`config.mk`:
```
export PLATFORM = sky130hd
export DESIGN_NAME = hica_div
export DESIGN_NICKNAME = d
export VERILOG_FILES = /design/src/rtl/hica_pkg.sv /design/src/rtl/hica_div.sv
export SDC_FILE = /design/constraint.sdc
export NUM_CORES = 1
export LEC_CHECK = 0
export BUFFER_PORTS_ARGS = -buffer_cell sky130_fd_sc_hd__buf_2
export CAP_MARGIN = 20
export CORE_MARGIN = 2
export CORE_UTILIZATION = 60
export CTS_CLUSTER_SIZE = 8
export DETAILED_ROUTE_END_ITERATION = 12
export MAX_ROUTING_LAYER = met4
export PLACE_DENSITY = 0.77
export SLEW_MARGIN = 20
export SYNTH_ARGS = -nofsm -noshare
export SYNTH_HDL_FRONTEND = slang
export SYNTH_SLANG_ARGS = --single-unit
```
`constraint.sdc`:
```
create_clock -name clk -period 17.3 [get_ports clk]
set_clock_uncertainty 0.15 [all_clocks]
set_input_delay 3.46 -clock clk [delete_from_list [all_inputs] [get_ports clk]]
set_output_delay 3.46 -clock clk [all_outputs]
set_load 0.02 [all_outputs]
```
`src/rtl/hica_pkg.sv`:
```
`default_nettype none
// ----------------------------------------------------------------------------
// hica_pkg
// Shared types, constants and the per-color statistics function for the
// hue/intensity color adjust pipeline.
// ----------------------------------------------------------------------------
package hica_pkg;

  localparam int BYTE_W      = 8;
  localparam int SUM_W       = 10;
  localparam int REM_W       = 11;
  localparam int WEIGHT_W    = 18;
  localparam int WEIGHT_FRAC = 16;
  localparam int MODE_W      = 3;
  localparam int GRAY_RECIP  = 683;
  localparam int GRAY_SHIFT  = 11;
  localparam logic [SUM_W-1:0] FULL_SUM = 10'd765;

  localparam logic REG_MODE   = 1'b0;
  localparam logic REG_WEIGHT = 1'b1;

  typedef enum logic [MODE_W-1:0] {
    MODE_INTENSITY  = 3'd0,
    MODE_SATURATION = 3'd1,
    MODE_BLEND      = 3'd2,
    MODE_LIGHTEN    = 3'd3,
    MODE_DARKEN     = 3'd4,
    MODE_GRAY       = 3'd5
  } mode_t;

  typedef struct packed {
    logic [SUM_W-1:0]  sum;
    logic [BYTE_W-1:0] chroma;
    logic [BYTE_W-1:0] diff;
    logic [1:0]        base;
    logic              neg;
    logic              gray;
  } stats_t;

  typedef struct packed {
    logic              pass;
    logic [BYTE_W-1:0] r;
    logic [BYTE_W-1:0] g;
    logic [BYTE_W-1:0] b;
    logic [BYTE_W-1:0] a;
  } pix_t;

  function automatic stats_t color_stats(input logic [BYTE_W-1:0] r,
                                         input logic [BYTE_W-1:0] g,
                                         input logic [BYTE_W-1:0] b);
    stats_t            o;
    logic [BYTE_W-1:0] mx;
    logic [BYTE_W-1:0] mn;
    mx = r;
    mn = r;
    if (g > mx) mx = g;
    if (b > mx) mx = b;
    if (g < mn) mn = g;
    if (b < mn) mn = b;
    o.sum    = {2'b00, r} + {2'b00, g} + {2'b00, b};
    o.chroma = mx - mn;
    o.gray   = (mx == mn);
    if (r == mx) begin
      o.base = 2'd0;
      o.neg  = (g < b);
      o.diff = (g >= b) ? g - b : b - g;
    end else if (g == mx) begin
      o.base = 2'd1;
      o.neg  = (b < r);
      o.diff = (b >= r) ? b - r : r - b;
    end else begin
      o.base = 2'd2;
      o.neg  = (r < g);
      o.diff = (r >= g) ? r - g : g - r;
    end
    return o;
  endfunction

endpackage
`default_nettype wire

```
`src/rtl/hica_div.sv`:
```
`default_nettype none
// ----------------------------------------------------------------------------
// hica_div
// Pipelined restoring divider: quo = floor(num * 2^F / den) for num <= den,
// two quotient bits per register stage, one in the last stage when F is even.
// ----------------------------------------------------------------------------
module hica_div #(
  parameter int F = 16
) (
  input  wire logic                          clk,
  input  wire logic [(F+2)/2-1:0]            en,
  input  wire logic [hica_pkg::SUM_W-1:0]    num,
  input  wire logic [hica_pkg::SUM_W-1:0]    den,
  output logic      [F:0]                    quo
);
  import hica_pkg::*;

  localparam int NQ  = F + 1;
  localparam int NDS = (NQ + 1) / 2;

  logic [REM_W-1:0] rem [NDS];
  logic [SUM_W-1:0] dd  [NDS];
  logic [F:0]       q   [NDS];

  genvar s;
  generate
    for (s = 0; s < NDS; s++) begin : g_stage
      logic [REM_W-1:0] r_in;
      logic [REM_W-1:0] r_next;
      logic [F:0]       q_in;
      logic [F:0]       q_next;
      logic [SUM_W-1:0] d_cur;

      if (s == 0) begin : g_first
        assign r_in  = {1'b0, num};
        assign q_in  = '0;
        assign d_cur = den;
      end else begin : g_rest
        assign r_in  = rem[s-1];
        assign q_in  = q[s-1];
        assign d_cur = dd[s-1];
      end

      always_comb begin
        logic [REM_W-1:0] r;
        logic [F:0]       qq;
        logic             bit_q;
        r     = r_in;
        qq    = q_in;
        bit_q = 1'b0;
        for (int j = 0; j < 2; j++) begin
          if (s * 2 + j < NQ) begin
            bit_q = (r >= {1'b0, d_cur});
            if (bit_q) r = r - {1'b0, d_cur};
            qq = {qq[F-1:0], bit_q};
            r  = {r[REM_W-2:0], 1'b0};
          end
        end
        r_next = r;
        q_next = qq;
      end

      always_ff @(posedge clk) begin
        if (en[s]) begin
          rem[s] <= r_next;
          q[s]   <= q_next;
          dd[s]  <= d_cur;
        end
      end
    end
  endgenerate

  assign quo = q[NDS-1];

endmodule
`default_nettype wire

```
# After elaboration in Yosys (flattened, before gate mapping)
# Memories as Yosys holds them, arrays and structs flattened.
# Index checks and enable logic that the tools add are counted.
[op_classes]
addsub = 17
n_mul = 0
div = 0
magnitude_cmp = 17
n_eq_ne = 0
n_shift = 0
muxes = 35
bitwise_logic = 0
reduce_logical = 0
[ops]
columns = ["operator", "count"]
rows = [
  ["greater-or-equal comparator 11 x 10 -> 1 bit", 16],
  ["2-to-1 mux 10 bit", 17],
  ["subtractor 10 bit", 17],
  ["2-to-1 mux 1 bit", 18],
  ["greater-or-equal comparator 10 bit", 1],
]
[totals]
reg_bits = 0
latch_bits = 0
mem_bits_rw = 333
romBits = 0
out_inout_bits = 17
word_cells = 72
mem_count = 3
[memory_table]
columns = ["name", "words", "word_bits", "rd", "rd_ports_with_merged_regs", "wr", "line_no", "text"]
rows = [
  ["q", 9, 17, 9, 0, 9, "hica_div.sv:23", "logic [F:0] q [NDS];"],
  ["dd", 9, 10, 8, 0, 9, "hica_div.sv:22", "logic [SUM_W-1:0] dd [NDS];"],
  ["rem", 9, 10, 8, 0, 9, "hica_div.sv:21", "logic [REM_W-1:0] rem [NDS];"],
]

# Depth between registers and ports, before layout
# An unclocked memory read counts as a cell.
[depth]
ltp_word = 5
ltp_mapped = 22
mapped_depth_nobuf = 20

# Least setup slack after synthesis
# Ideal clock, no wire load.
[synth_path]
path_kind = "input-to-reg"
startpoint = "input port num[0] (netlist name)"
endpoint = "memory rem[0][2] (netlist name) (data pin)"
setup_time_ns = 0.260
t_arrival_ns = 7.420
required_time_ns = 16.890
setup_slack_ns = 9.470
cell_stages = 22
path_cell_list = "inv_1 ha_1 inv_1 fa_1 a31o_2 nor2b_1 o21ai_0 o22ai_1 clkbuf_1 nor2_1 a21oi_1 inv_1 ha_1 nor2b_1 o2111ai_1 a31oi_1 a21o_1 a21o_1 a221oi_1 o21ai_0 buf_2 mux2_2"
[synth_rtl]
columns = ["item", "line_no", "text"]
rows = [
  ["start: declaration", "hica_div.sv:12", "input wire logic [hica_pkg::SUM_W-1:0] num,"],
  ["end: declaration", "hica_div.sv:21", ""],
]

==> impl_results.md <==
* Multi-input logic area at about 0.0084 mm^2
* Chip height at 169 um
* Top area cells in the synthesized netlist: edfxtp_1, ha_1, mux2_2, xnor2_1, a21oi_1
* DRT Wirelength at 34.3 mm
* Synthesized Nets at roughly 1700
* Vias in the first global route at ~11000
* DR iter-0 viols at 874
* Max cap viols at 0
* Worst Setup Path Type: in2reg
* Clock Tree Buf Depth at 3
* GRT overflow at 0
* CP Data Required Time at around 17 ns
* CTS root buf: clkbuf_16
* Dominant synthesized flop cell: edfxtp_1
* CTS tree: done
* Critical Path Fanout Max at 17
* ANT nets after route at 0
* Inserted Diodes at 0
* Post-Synthesis Cells at between 1500 and 2000
* Post-synth EDFFs at between 200 and 250
* Filler cell count at 2032
* Share of flip-flops with an asynchronous set or reset at 0
* Relative slew slack at 0.315
* Starting density of the core at 0.610
* Setup Buffers After CTS at 0
* Synthesized area per cell at 10.8 um^2
* CP Capture Type: register
* Area Overhead vs Synth at 9.87%
* Worst-path clk slew at 0.05 ns
* Gp weighted congestion at 0.903
* Minimum clock period at 7.51 ns
* Yosys warning count at 0
* Total track usage at 0.247
* Setup-failing EPs final at 0
* Post-synthesis cell type count at just over 80
* Worst slew pin tran at 1.03 ns
* Fin. max-slew vios at 0
* Most frequent cell after synthesis: edfxtp_1
* Port buffer count at 46
* Leading area contributor after synthesis: edfxtp_1
* Global-route wire length before repair at 55.3 mm
* Commonest cells post-synth: edfxtp_1, ha_1, inv_1
* RSZ-0062 raised after global routing: no
* Final Hold Viols at 0
* CTS buffer count at 37
* Hold buffers post-CTS at 0
* Post-route DRC at 0
* Post-synthesis sequential element count at between 200 and 250
* WL per Instance at 17.7 um
* Largest net degree at the start of global routing at 37
* Synth top area share at 0.455
* Run status: completed
* Setup_tns at 0 ns
* Worst skew pair latency at 0.51 ns
* HP Class: reg2reg
* Sink Count at 249
* DIE AREA at around 0.029 mm^2
* Vias at 11700
* Period utilization at 0.434
* CTS HTree Levels at 2
* Die X at 169 um
* Ports at 47
* Area of the core at 0.0270 mm^2
* Via/cell ratio at 6.03
* CP Launch Type: input port
* Crit path DAT at roughly 7.6 ns
* Post-CTS Resized at 0
* Fraction of layout cells with a size suffix above 1 at 0.117
* Hpwl dp at 25.8 mm
* Syn Std Cell Area at 0.0164 mm^2
* Fmax at 133 MHz
* Drt first pass iters at 7
* Post-synthesis sequential area ratio at 0.455
* FP Rows at 60
* Initial antenna violation count at 0
* Final #Nets at 1792
* Storage element area at 0.00748 mm^2
## logic make-up after synthesis
family / Yosys count / synth area share
adders and majority gates: 171 / 0.134
muxes: 80 / 0.0550
DFF: 249 / 0.455
AOI/OAI and AO/OA: 379 / 0.151
buffers and inverters: 152 / 0.0362
and+or+nand+nor: 378 / 0.110
xor gates and xnor gates: 109 / 0.0581
## registers in the layout, indices dropped and copies added (netlist names)
signal,flops
q,89
rem,80
dd,80
## layout make-up
cell class | instances | share of cell area
Inverter | 136 | 0.0283
Clock inverter | 3 | 0.00243
Sequential cell | 249 | 0.414
Multi-Input combinational cell | 1117 | 0.463
Clock buffer | 39 | 0.0541
Timing Repair Buffer | 50 | 0.0144
Tap cell | 341 | 0.0236
## per-stage QoR
stage / utilization / cell area, um^2 / instances / setup WS, ns / hold slack [ns]
after floorplan: - / 16400 / 1518 / 9.47 / 0.250
after global placement: 0.632 / 17000 / 1893 / 9.47 / 0.250
after detailed placement: 0.632 / 17000 / 1893 / 9.34 / 0.255
after CTS: 0.670 / 18100 / 1935 / 9.84 / 0.248
after global routing: 0.670 / 18100 / 1935 / 9.47 / 0.266
final: 0.670 / 18100 / 1935 / 9.79 / 0.258
## critical path, stage by stage
cell	delay, ns
buf_2	0.14
ha_1	0.19
inv_1	0.06
fa_1	0.41
a31o_2	0.30
nor2b_1	0.11
o21ai_0	0.08
o22ai_1	0.12
buf_4	0.23
nor2_1	0.06
a21oi_1	0.27
inv_1	0.08
ha_1	0.29
nor2b_1	0.15
o2111ai_1	0.23
a31oi_1	0.18
a21o_1	0.21
a21o_1	0.20
a221oi_1	0.24
o21ai_0	0.13
buf_4	0.20
mux2_2	0.28
## final timing paths
kind | slack, ns | depth (start not counted) | from | to
max | 9.79 | 22 | den[0] | rem[0][9]
min | 0.26 | 0 | q[0][56] | q[0][75]
max reg2reg | 11.21 | 18 | dd[0][31] | rem[0][49]
min reg2reg | 0.26 | 0 | q[0][56] | q[0][75]
## per-layer routing
layer	GRT usage	share of wire
met4	0.0881	0.031
met2	0.389	0.46
met5	-	0
met3	0.0313	0.048
met1	0.333	0.46
## placed cells by master, fill, tap and decap left out, types with 12 or more instances in the layout
cell / count
xnor2_1: 78
nor2_1: 102
buf_2: 46
a21o_1: 37
ha_1: 162
nand2_1: 114
edfxtp_1: 249
nor2b_1: 25
nor3_1: 26
nand3_1: 16
o21ai_0: 92
mux2_2: 66
nand4_1: 12
nand2b_1: 26
a211oi_1: 13
a21oi_1: 102
inv_1: 135
clkbuf_16: 39
xor2_1: 31
o21a_1: 29
Power is left out: the tool's default activity adds up to more than one toggle a clock period on the data nets, which glitch-free logic cannot reach.
