## config.mk

```make
export PLATFORM = sky130hd
export DESIGN_NAME = hica_to_rgb
export DESIGN_NICKNAME = d
export VERILOG_FILES = /design/src/rtl/hica_pkg.sv /design/src/rtl/hica_to_rgb.sv
export SDC_FILE = /design/constraint.sdc
export NUM_CORES = 2
export LEC_CHECK = 0
export BUFFER_PORTS_ARGS = -buffer_cell sky130_fd_sc_hd__buf_2
export CORE_ASPECT_RATIO = 1.75
export CORE_UTILIZATION = 35
export DETAILED_ROUTE_END_ITERATION = 10
export SYNTH_ARGS = -nofsm -noshare
export SYNTH_HDL_FRONTEND = slang
export SYNTH_SLANG_ARGS = --single-unit
```

## constraint.sdc

```tcl
create_clock -name clk -period 21.2 [get_ports clk]
set_clock_uncertainty 0.2 [all_clocks]
set_input_delay 2.12 -clock clk [delete_from_list [all_inputs] [get_ports clk]]
set_output_delay 2.12 -clock clk [all_outputs]
set_load 0.05 [all_outputs]
```

## src/rtl/hica_pkg.sv

```systemverilog
`default_nettype none
// ----------------------------------------------------------------------------
// hica_pkg
// Shared types, constants and the per-color statistics function for the
// hue/intensity color adjust pipeline.
// ----------------------------------------------------------------------------
package hica_pkg;

  localparam int BYTE_W      = 8;
  localparam int SUM_W       = 10;
  localparam int REM_W       = 11;
  localparam int WEIGHT_W    = 18;
  localparam int WEIGHT_FRAC = 16;
  localparam int MODE_W      = 3;
  localparam int GRAY_RECIP  = 683;
  localparam int GRAY_SHIFT  = 11;
  localparam logic [SUM_W-1:0] FULL_SUM = 10'd765;

  localparam logic REG_MODE   = 1'b0;
  localparam logic REG_WEIGHT = 1'b1;

  typedef enum logic [MODE_W-1:0] {
    MODE_INTENSITY  = 3'd0,
    MODE_SATURATION = 3'd1,
    MODE_BLEND      = 3'd2,
    MODE_LIGHTEN    = 3'd3,
    MODE_DARKEN     = 3'd4,
    MODE_GRAY       = 3'd5
  } mode_t;

  typedef struct packed {
    logic [SUM_W-1:0]  sum;
    logic [BYTE_W-1:0] chroma;
    logic [BYTE_W-1:0] diff;
    logic [1:0]        base;
    logic              neg;
    logic              gray;
  } stats_t;

  typedef struct packed {
    logic              pass;
    logic [BYTE_W-1:0] r;
    logic [BYTE_W-1:0] g;
    logic [BYTE_W-1:0] b;
    logic [BYTE_W-1:0] a;
  } pix_t;

  function automatic stats_t color_stats(input logic [BYTE_W-1:0] r,
                                         input logic [BYTE_W-1:0] g,
                                         input logic [BYTE_W-1:0] b);
    stats_t            o;
    logic [BYTE_W-1:0] mx;
    logic [BYTE_W-1:0] mn;
    mx = r;
    mn = r;
    if (g > mx) mx = g;
    if (b > mx) mx = b;
    if (g < mn) mn = g;
    if (b < mn) mn = b;
    o.sum    = {2'b00, r} + {2'b00, g} + {2'b00, b};
    o.chroma = mx - mn;
    o.gray   = (mx == mn);
    if (r == mx) begin
      o.base = 2'd0;
      o.neg  = (g < b);
      o.diff = (g >= b) ? g - b : b - g;
    end else if (g == mx) begin
      o.base = 2'd1;
      o.neg  = (b < r);
      o.diff = (b >= r) ? b - r : r - b;
    end else begin
      o.base = 2'd2;
      o.neg  = (r < g);
      o.diff = (r >= g) ? r - g : g - r;
    end
    return o;
  endfunction

endpackage
`default_nettype wire

```

## src/rtl/hica_to_rgb.sv

```systemverilog
`default_nettype none
// ----------------------------------------------------------------------------
// hica_to_rgb
// Three-stage hexcone sector conversion from hue/saturation/intensity back
// to truncated bytes, with pass-through of unchanged pixels.
// ----------------------------------------------------------------------------
module hica_to_rgb #(
  parameter int F = 16
) (
  input  wire logic                         clk,
  input  wire logic [2:0]                   en,
  input  wire logic [F+2:0]                 h,
  input  wire logic [F:0]                   s,
  input  wire logic [F:0]                   i,
  input  wire hica_pkg::pix_t               side,
  output logic      [hica_pkg::BYTE_W-1:0]  out_r,
  output logic      [hica_pkg::BYTE_W-1:0]  out_g,
  output logic      [hica_pkg::BYTE_W-1:0]  out_b,
  output logic      [hica_pkg::BYTE_W-1:0]  out_a
);
  import hica_pkg::*;

  localparam logic [F:0] ONE = {1'b1, {F{1'b0}}};

  function automatic logic [BYTE_W-1:0] to_byte(input logic [F:0] v);
    logic [F+8:0] x;
    x = {v, 8'b0} - {8'b0, v};
    return x[F +: BYTE_W];
  endfunction

  // stage 1
  logic [2:0] sec1;
  logic [F:0] i1, p1, sf1, s1f1;
  pix_t       side1;
  logic [2*F+1:0] p_full, sf_full, s1f_full;
  logic [F:0]     f_inv;

  assign f_inv    = ONE - {1'b0, h[F-1:0]};
  assign p_full   = i * (ONE - s);
  assign sf_full  = s * {1'b0, h[F-1:0]};
  assign s1f_full = s * f_inv;

  always_ff @(posedge clk) begin
    if (en[0]) begin
      sec1  <= h[F+2:F];
      i1    <= i;
      p1    <= p_full[F +: F+1];
      sf1   <= sf_full[F +: F+1];
      s1f1  <= s1f_full[F +: F+1];
      side1 <= side;
    end
  end

  // stage 2
  logic [2:0] sec2;
  logic [F:0] i2, p2, q2, t2;
  pix_t       side2;
  logic [2*F+1:0] q_full, t_full;

  assign q_full = i1 * (ONE - sf1);
  assign t_full = i1 * (ONE - s1f1);

  always_ff @(posedge clk) begin
    if (en[1]) begin
      sec2  <= sec1;
      i2    <= i1;
      p2    <= p1;
      q2    <= q_full[F +: F+1];
      t2    <= t_full[F +: F+1];
      side2 <= side1;
    end
  end

  // stage 3
  logic [F:0] rv, gv, bv;

  always_comb begin
    case (sec2)
      3'd1: begin rv = q2; gv = i2; bv = p2; end
      3'd2: begin rv = p2; gv = i2; bv = t2; end
      3'd3: begin rv = p2; gv = q2; bv = i2; end
      3'd4: begin rv = t2; gv = p2; bv = i2; end
      3'd5: begin rv = i2; gv = p2; bv = q2; end
      default: begin rv = i2; gv = t2; bv = p2; end
    endcase
  end

  always_ff @(posedge clk) begin
    if (en[2]) begin
      out_r <= side2.pass ? side2.r : to_byte(rv);
      out_g <= side2.pass ? side2.g : to_byte(gv);
      out_b <= side2.pass ? side2.b : to_byte(bv);
      out_a <= side2.a;
    end
  end

endmodule
`default_nettype wire
```

Word level (Yosys, flattened, before mapping)
Index checks and enable logic that the tools add are counted.
{ "word_totals": {"ff_bits": 240, "inputBits": 90, "output_inout_bits": 32, "wordCells": 51} }
{ "classes": {"n_addsub": 7, "n_mul": 5, "n_eq_ne": 5, "muxes": 6, "reduce_logical": 4} }
{ "op_table": {"columns": ["operator", "n"], "rows": [
  ["case mux 17 bit (3 select lines)", 3],
  ["multiplier 18 x 18 -> 33 bit", 3],
  ["subtractor 24 x 17 -> 24 bit", 3],
  ["subtractor 17 x 17 -> 18 bit (first input constant)", 3],
  ["multiplier 17 x 16 -> 33 bit", 1],
  ["multiplier 17 x 17 -> 33 bit", 1],
  ["two-way mux 8 bit", 3],
  ["subtractor 17 x 16 -> 17 bit (first input constant)", 1],
  ["OR reduction 2 bit", 4],
  ["equality test 3 x 2 -> 1 bit (second input constant)", 2],
  ["equality test 3 bit (second input constant)", 2],
  ["equality test 3 x 1 -> 1 bit (second input constant)", 1]
]} }

Depth between registers and ports, before layout
{ "depth": {"ltp_word": 5, "ltp_mapped": 34, "ltp_nobuf": 31} }

Worst setup path before layout
No wires, ideal clock.
{ "synth_timing": {"kind": "input-to-reg", "from": "input h[0]", "to": "register s1f1[16] (data pin)", "setup_time_ps": 262, "arrival_time_ps": 9521, "required_time_ps": 20738, "path_slack_ps": 11217, "stages": 31, "n_path_buf": 3, "cell_sequence": "clkbuf_1 > clkbuf_1 > inv_1 > ha_1 > nand2_1 > nor2_1 > xnor2_1 > clkbuf_1 > nand2_1 > fa_1 > inv_1 > fa_1 > inv_1 > fa_1 > inv_1 > fa_1 > fa_1 > inv_1 > fa_1 > inv_1 > ha_1 > a211o_1 > or3_1 > a31o_2 > o22a_1 > a211o_1 > a31oi_2 > o21ai_1 > nor4_1 > nor3_1 > xnor2_1"} }
{ "synth_via": {"elab_chain_len": 2} }
{ "synth_rtl": {"columns": ["item", "line_no", "text"], "rows": [
  ["start: declaration", "hica_to_rgb.sv:12", "input wire logic [F+2:0] h,"],
  ["subtractor 17 x 16 -> 17 bit", "hica_to_rgb.sv:38", "assign f_inv = ONE - {1'b0, h[F-1:0]};"],
  ["multiplier 17 x 17 -> 33 bit", "hica_to_rgb.sv:41", "assign s1f_full = s * f_inv;"],
  ["via s1f_full[32]", "hica_to_rgb.sv:35", "logic [2*F+1:0] p_full, sf_full, s1f_full;"],
  ["end signal: assignment", "hica_to_rgb.sv:49", "s1f1 <= s1f_full[F +: F+1];"],
  ["end: declaration", "hica_to_rgb.sv:33", "logic [F:0] i1, p1, sf1, s1f1;"]
]} }
The timed path passes the listed nets, and every way through them passes these cells.
A chain may end at the register's enable or synchronous reset.

Worst setup path after layout
{ "layout_timing": {"from": "input h[4]", "to": "register s1f1[16] (data pin)"} }
The elaborated chain is that of the path after synthesis.

==> flow_metrics.env <==
export IMPL_die_area_um2=162900
export IMPL_cp_start_kind="input pin"
export IMPL_fin_area_um2=60100
export IMPL_hold_viol=0
export IMPL_synth_cell_area_um2=56440
export IMPL_post_synth_num_cell_types=88
export IMPL_drt_total_wl_um=149800
export IMPL_cap_violations=0
export IMPL_tns_ns=0
export IMPL_timing_rr_end="q2[16]"
export IMPL_dr_pass1_iters=8
export IMPL_routabilityCongestion=0.8893
export IMPL_rsz0062_at_grt="no"
export IMPL_grt_overflow_total=0
export IMPL_reg2reg_depth=28
export IMPL_drv_slew=0
export IMPL_dp_hpwl_um=117100
export IMPL_crit_fanout=20
export IMPL_clock_sinks=240
export IMPL_synth_top_area_share_pct=40.61
export IMPL_hold_end="out_a[3]"
export IMPL_synth_top_cells_by_area="fa_1, edfxtp_1, ha_1"
export IMPL_finalSetupViolCount=0
export IMPL_ys_seq_elements=240
export IMPL_min_period_over_period_pct=46.71
export IMPL_crit_top_cell="fa_1"
export IMPL_max_freq_mhz=101.0
export IMPL_grt_max_degree=71
export IMPL_cpPeakStageDelay_ns=0.62
export IMPL_drive_above_1_share_pct=5.675
export IMPL_worstHoldStart="side2[3]"
export IMPL_fp_dieH_um=533.2
export IMPL_cts_buffers=24
export IMPL_slowest_stage="or4_1"
export IMPL_via_per_inst=4.975
export IMPL_synth_fp_nets=7819
export IMPL_worst_pin_slew_ns=1.185
export IMPL_required_ns=21.32
export IMPL_whs_path_depth=0
export IMPL_final_min_clock_period_ns=9.902
export IMPL_crit_path_end_kind="flop"
export IMPL_dpl_cell_count=8006
export IMPL_post_cts_resized=0
export IMPL_synth_edf_count=240
export IMPL_yosys_area_top_type="fa_1"
export IMPL_fillers=16022
export IMPL_routedWlPerCell_um=18.60
export IMPL_dpl_cell_area_um2=59300
export IMPL_vias=40076
export IMPL_fin_cells=8055
export IMPL_grt_pass1_wl_um=240300
export IMPL_drc=0
export IMPL_tritoncts="yes"
export IMPL_cp_buffers_inverters=7
export IMPL_clkLatencyLatePin_ns=0.57
export IMPL_place_port_buffers=121
export IMPL_num_rows=194
export IMPL_syn_area_per_cell_um2=9.371
export IMPL_reg2reg_setup_slack_ns=11.69
export IMPL_drtIter0Drc=2188
export IMPL_cp_arrival_ns=10.02
export IMPL_cts_root_buffer="clkbuf_16"
export IMPL_r2r_start="sf1[0]"
export IMPL_outcome="complete, no violations"
export IMPL_floorplan_initialDensity_pct=35.29
export IMPL_path_clk_slew_ns=0.06
export IMPL_slew_headroom_pct=20.64
export IMPL_clockBufferDepth=3
export IMPL_worstHoldPathType="flop to flop"
export IMPL_fp_dieW_um=305.6
export IMPL_cp_top_family="adder cells"
export IMPL_detail_route_antenna_nets=0
export IMPL_grt_pass1_vias=44603
export IMPL_design_portCount=122
export IMPL_synthToLayoutAreaGrowth_pct=6.484
export IMPL_track_usage_pct=18.76
export IMPL_postCtsSetupBuffers=0
export IMPL_synth_main_ff_cell="edfxtp_1"
export IMPL_synth_async_reset_ratio_pct=0
export IMPL_hold_buffers=0
export IMPL_antenna_found_initial=12
export IMPL_nNetsFinal=7770
export IMPL_cts_htree_levels=1
export IMPL_yosys_warnings=0
export IMPL_ys_seq_area_share_pct=12.77
export IMPL_core_area_um2=160000
export IMPL_syn_inst=6023
export IMPL_path_class="input pin to flop"
[cell type report]
class | count | area (um2) | area share (%)
clock buffer | 25 | 604.3 | 1.005
multi-input combinational | 4038 | 42720 | 71.08
tap | 2058 | 2575 | 4.284
sequential | 240 | 7207 | 11.99
inverter | 1450 | 5443 | 9.056
antenna | 6 | 15.01 | 0.02498
clock inverter | 18 | 186.4 | 0.3102
timing repair buffer | 220 | 1354 | 2.252
[metal layers]
metal  track usage, %  vias to the layer above  share of wire [%]
met5                0                        -              0.014
met4            8.715                        4                5.2
met3            1.652                      391                4.2
met2            36.57                     1092                 54
met1            20.06                    20693                 36
li1                 -                    17896                  -
[sequential cells by signal (all words and copies together) (netlist names), 17 cells and up]
register / cells
i1: 17
i2: 17
p2: 17
sf1: 17
q2: 17
side1: 33
side2: 33
t2: 17
p1: 17
s1f1: 17
[how the worst max path moves through the flow]
stage	startpoint	to	cells past startpoint
2_1_floorplan	h[0]	s1f1[16]	31
3_3_place_gp	h[4]	s1f1[16]	30
3_5_place_dp	h[4]	s1f1[16]	30
4_1_cts	h[4]	s1f1[16]	30
5_1_grt	h[5]	s1f1[16]	30
6_report	h[4]	s1f1[16]	30
[cells by family (layout without fill, tap and decap cells)]
group / count (synthesis) / count (layout) / share of synthesized area [%]
AND/OR/NAND/NOR: 1807 / 1807 / 15.25
AO/OA/AOI/OAI: 337 / 337 / 4.234
XOR/XNOR: 177 / 177 / 2.773
buffers and inverters: 1745 / 1713 / 11.71
multiplexers: 11 / 11 / 0.2128
other: 0 / 6 / 0
adder cells (fa/ha/maj): 1706 / 1706 / 53.05
flip-flops: 240 / 240 / 12.77
[Yosys cell counts (13+ instances only)]
cell type	n
nand2b_1	16
nor2b_1	14
or2_2	32
fa_1	1145
clkbuf_1	254
a31oi_1	13
nand2_1	1001
nor2_1	91
a2bb2oi_1	13
a222oi_1	18
a221oi_1	29
a21oi_1	70
nor4_1	16
o21a_1	18
nor3_1	46
edfxtp_1	240
xor2_1	50
nand3_1	21
ha_1	561
and3_1	22
and2_1	489
o21ai_0	63
inv_1	1448
buf_1	19
xnor2_1	125
a21o_1	31
[through the flow]
| stage | hold slack, ns | setup WS [ns] | util [%] |
|---|---|---|---|
| 3_3_place_gp | 0.2002 | 10.72 | 37.07 |
| 2_1_floorplan | 0.2003 | 11.22 | - |
| 5_1_grt | 0.2150 | 10.97 | 37.56 |
| 6_report | 0.2088 | 11.30 | 37.57 |
| 3_5_place_dp | 0.2045 | 10.74 | 37.07 |
| 4_1_cts | 0.2096 | 11.33 | 37.56 |
[placed cells by master, fill, tap and decap left out, drive strengths merged, types with 22 or more instances in the layout]
cell type,instances
nor2,93
xnor2,126
and3,22
nor3,48
clkbuf,25
edfxtp,240
nand2,1002
buf,220
and2,489
or2,33
a21oi,70
a221oi,30
a21o,31
inv,1453
ha,561
fa,1145
xor2,51
o21ai,69
nand3,22
Power is not shown: default switching activity piles up to over one toggle a cycle in this logic, so the estimate is an artifact.
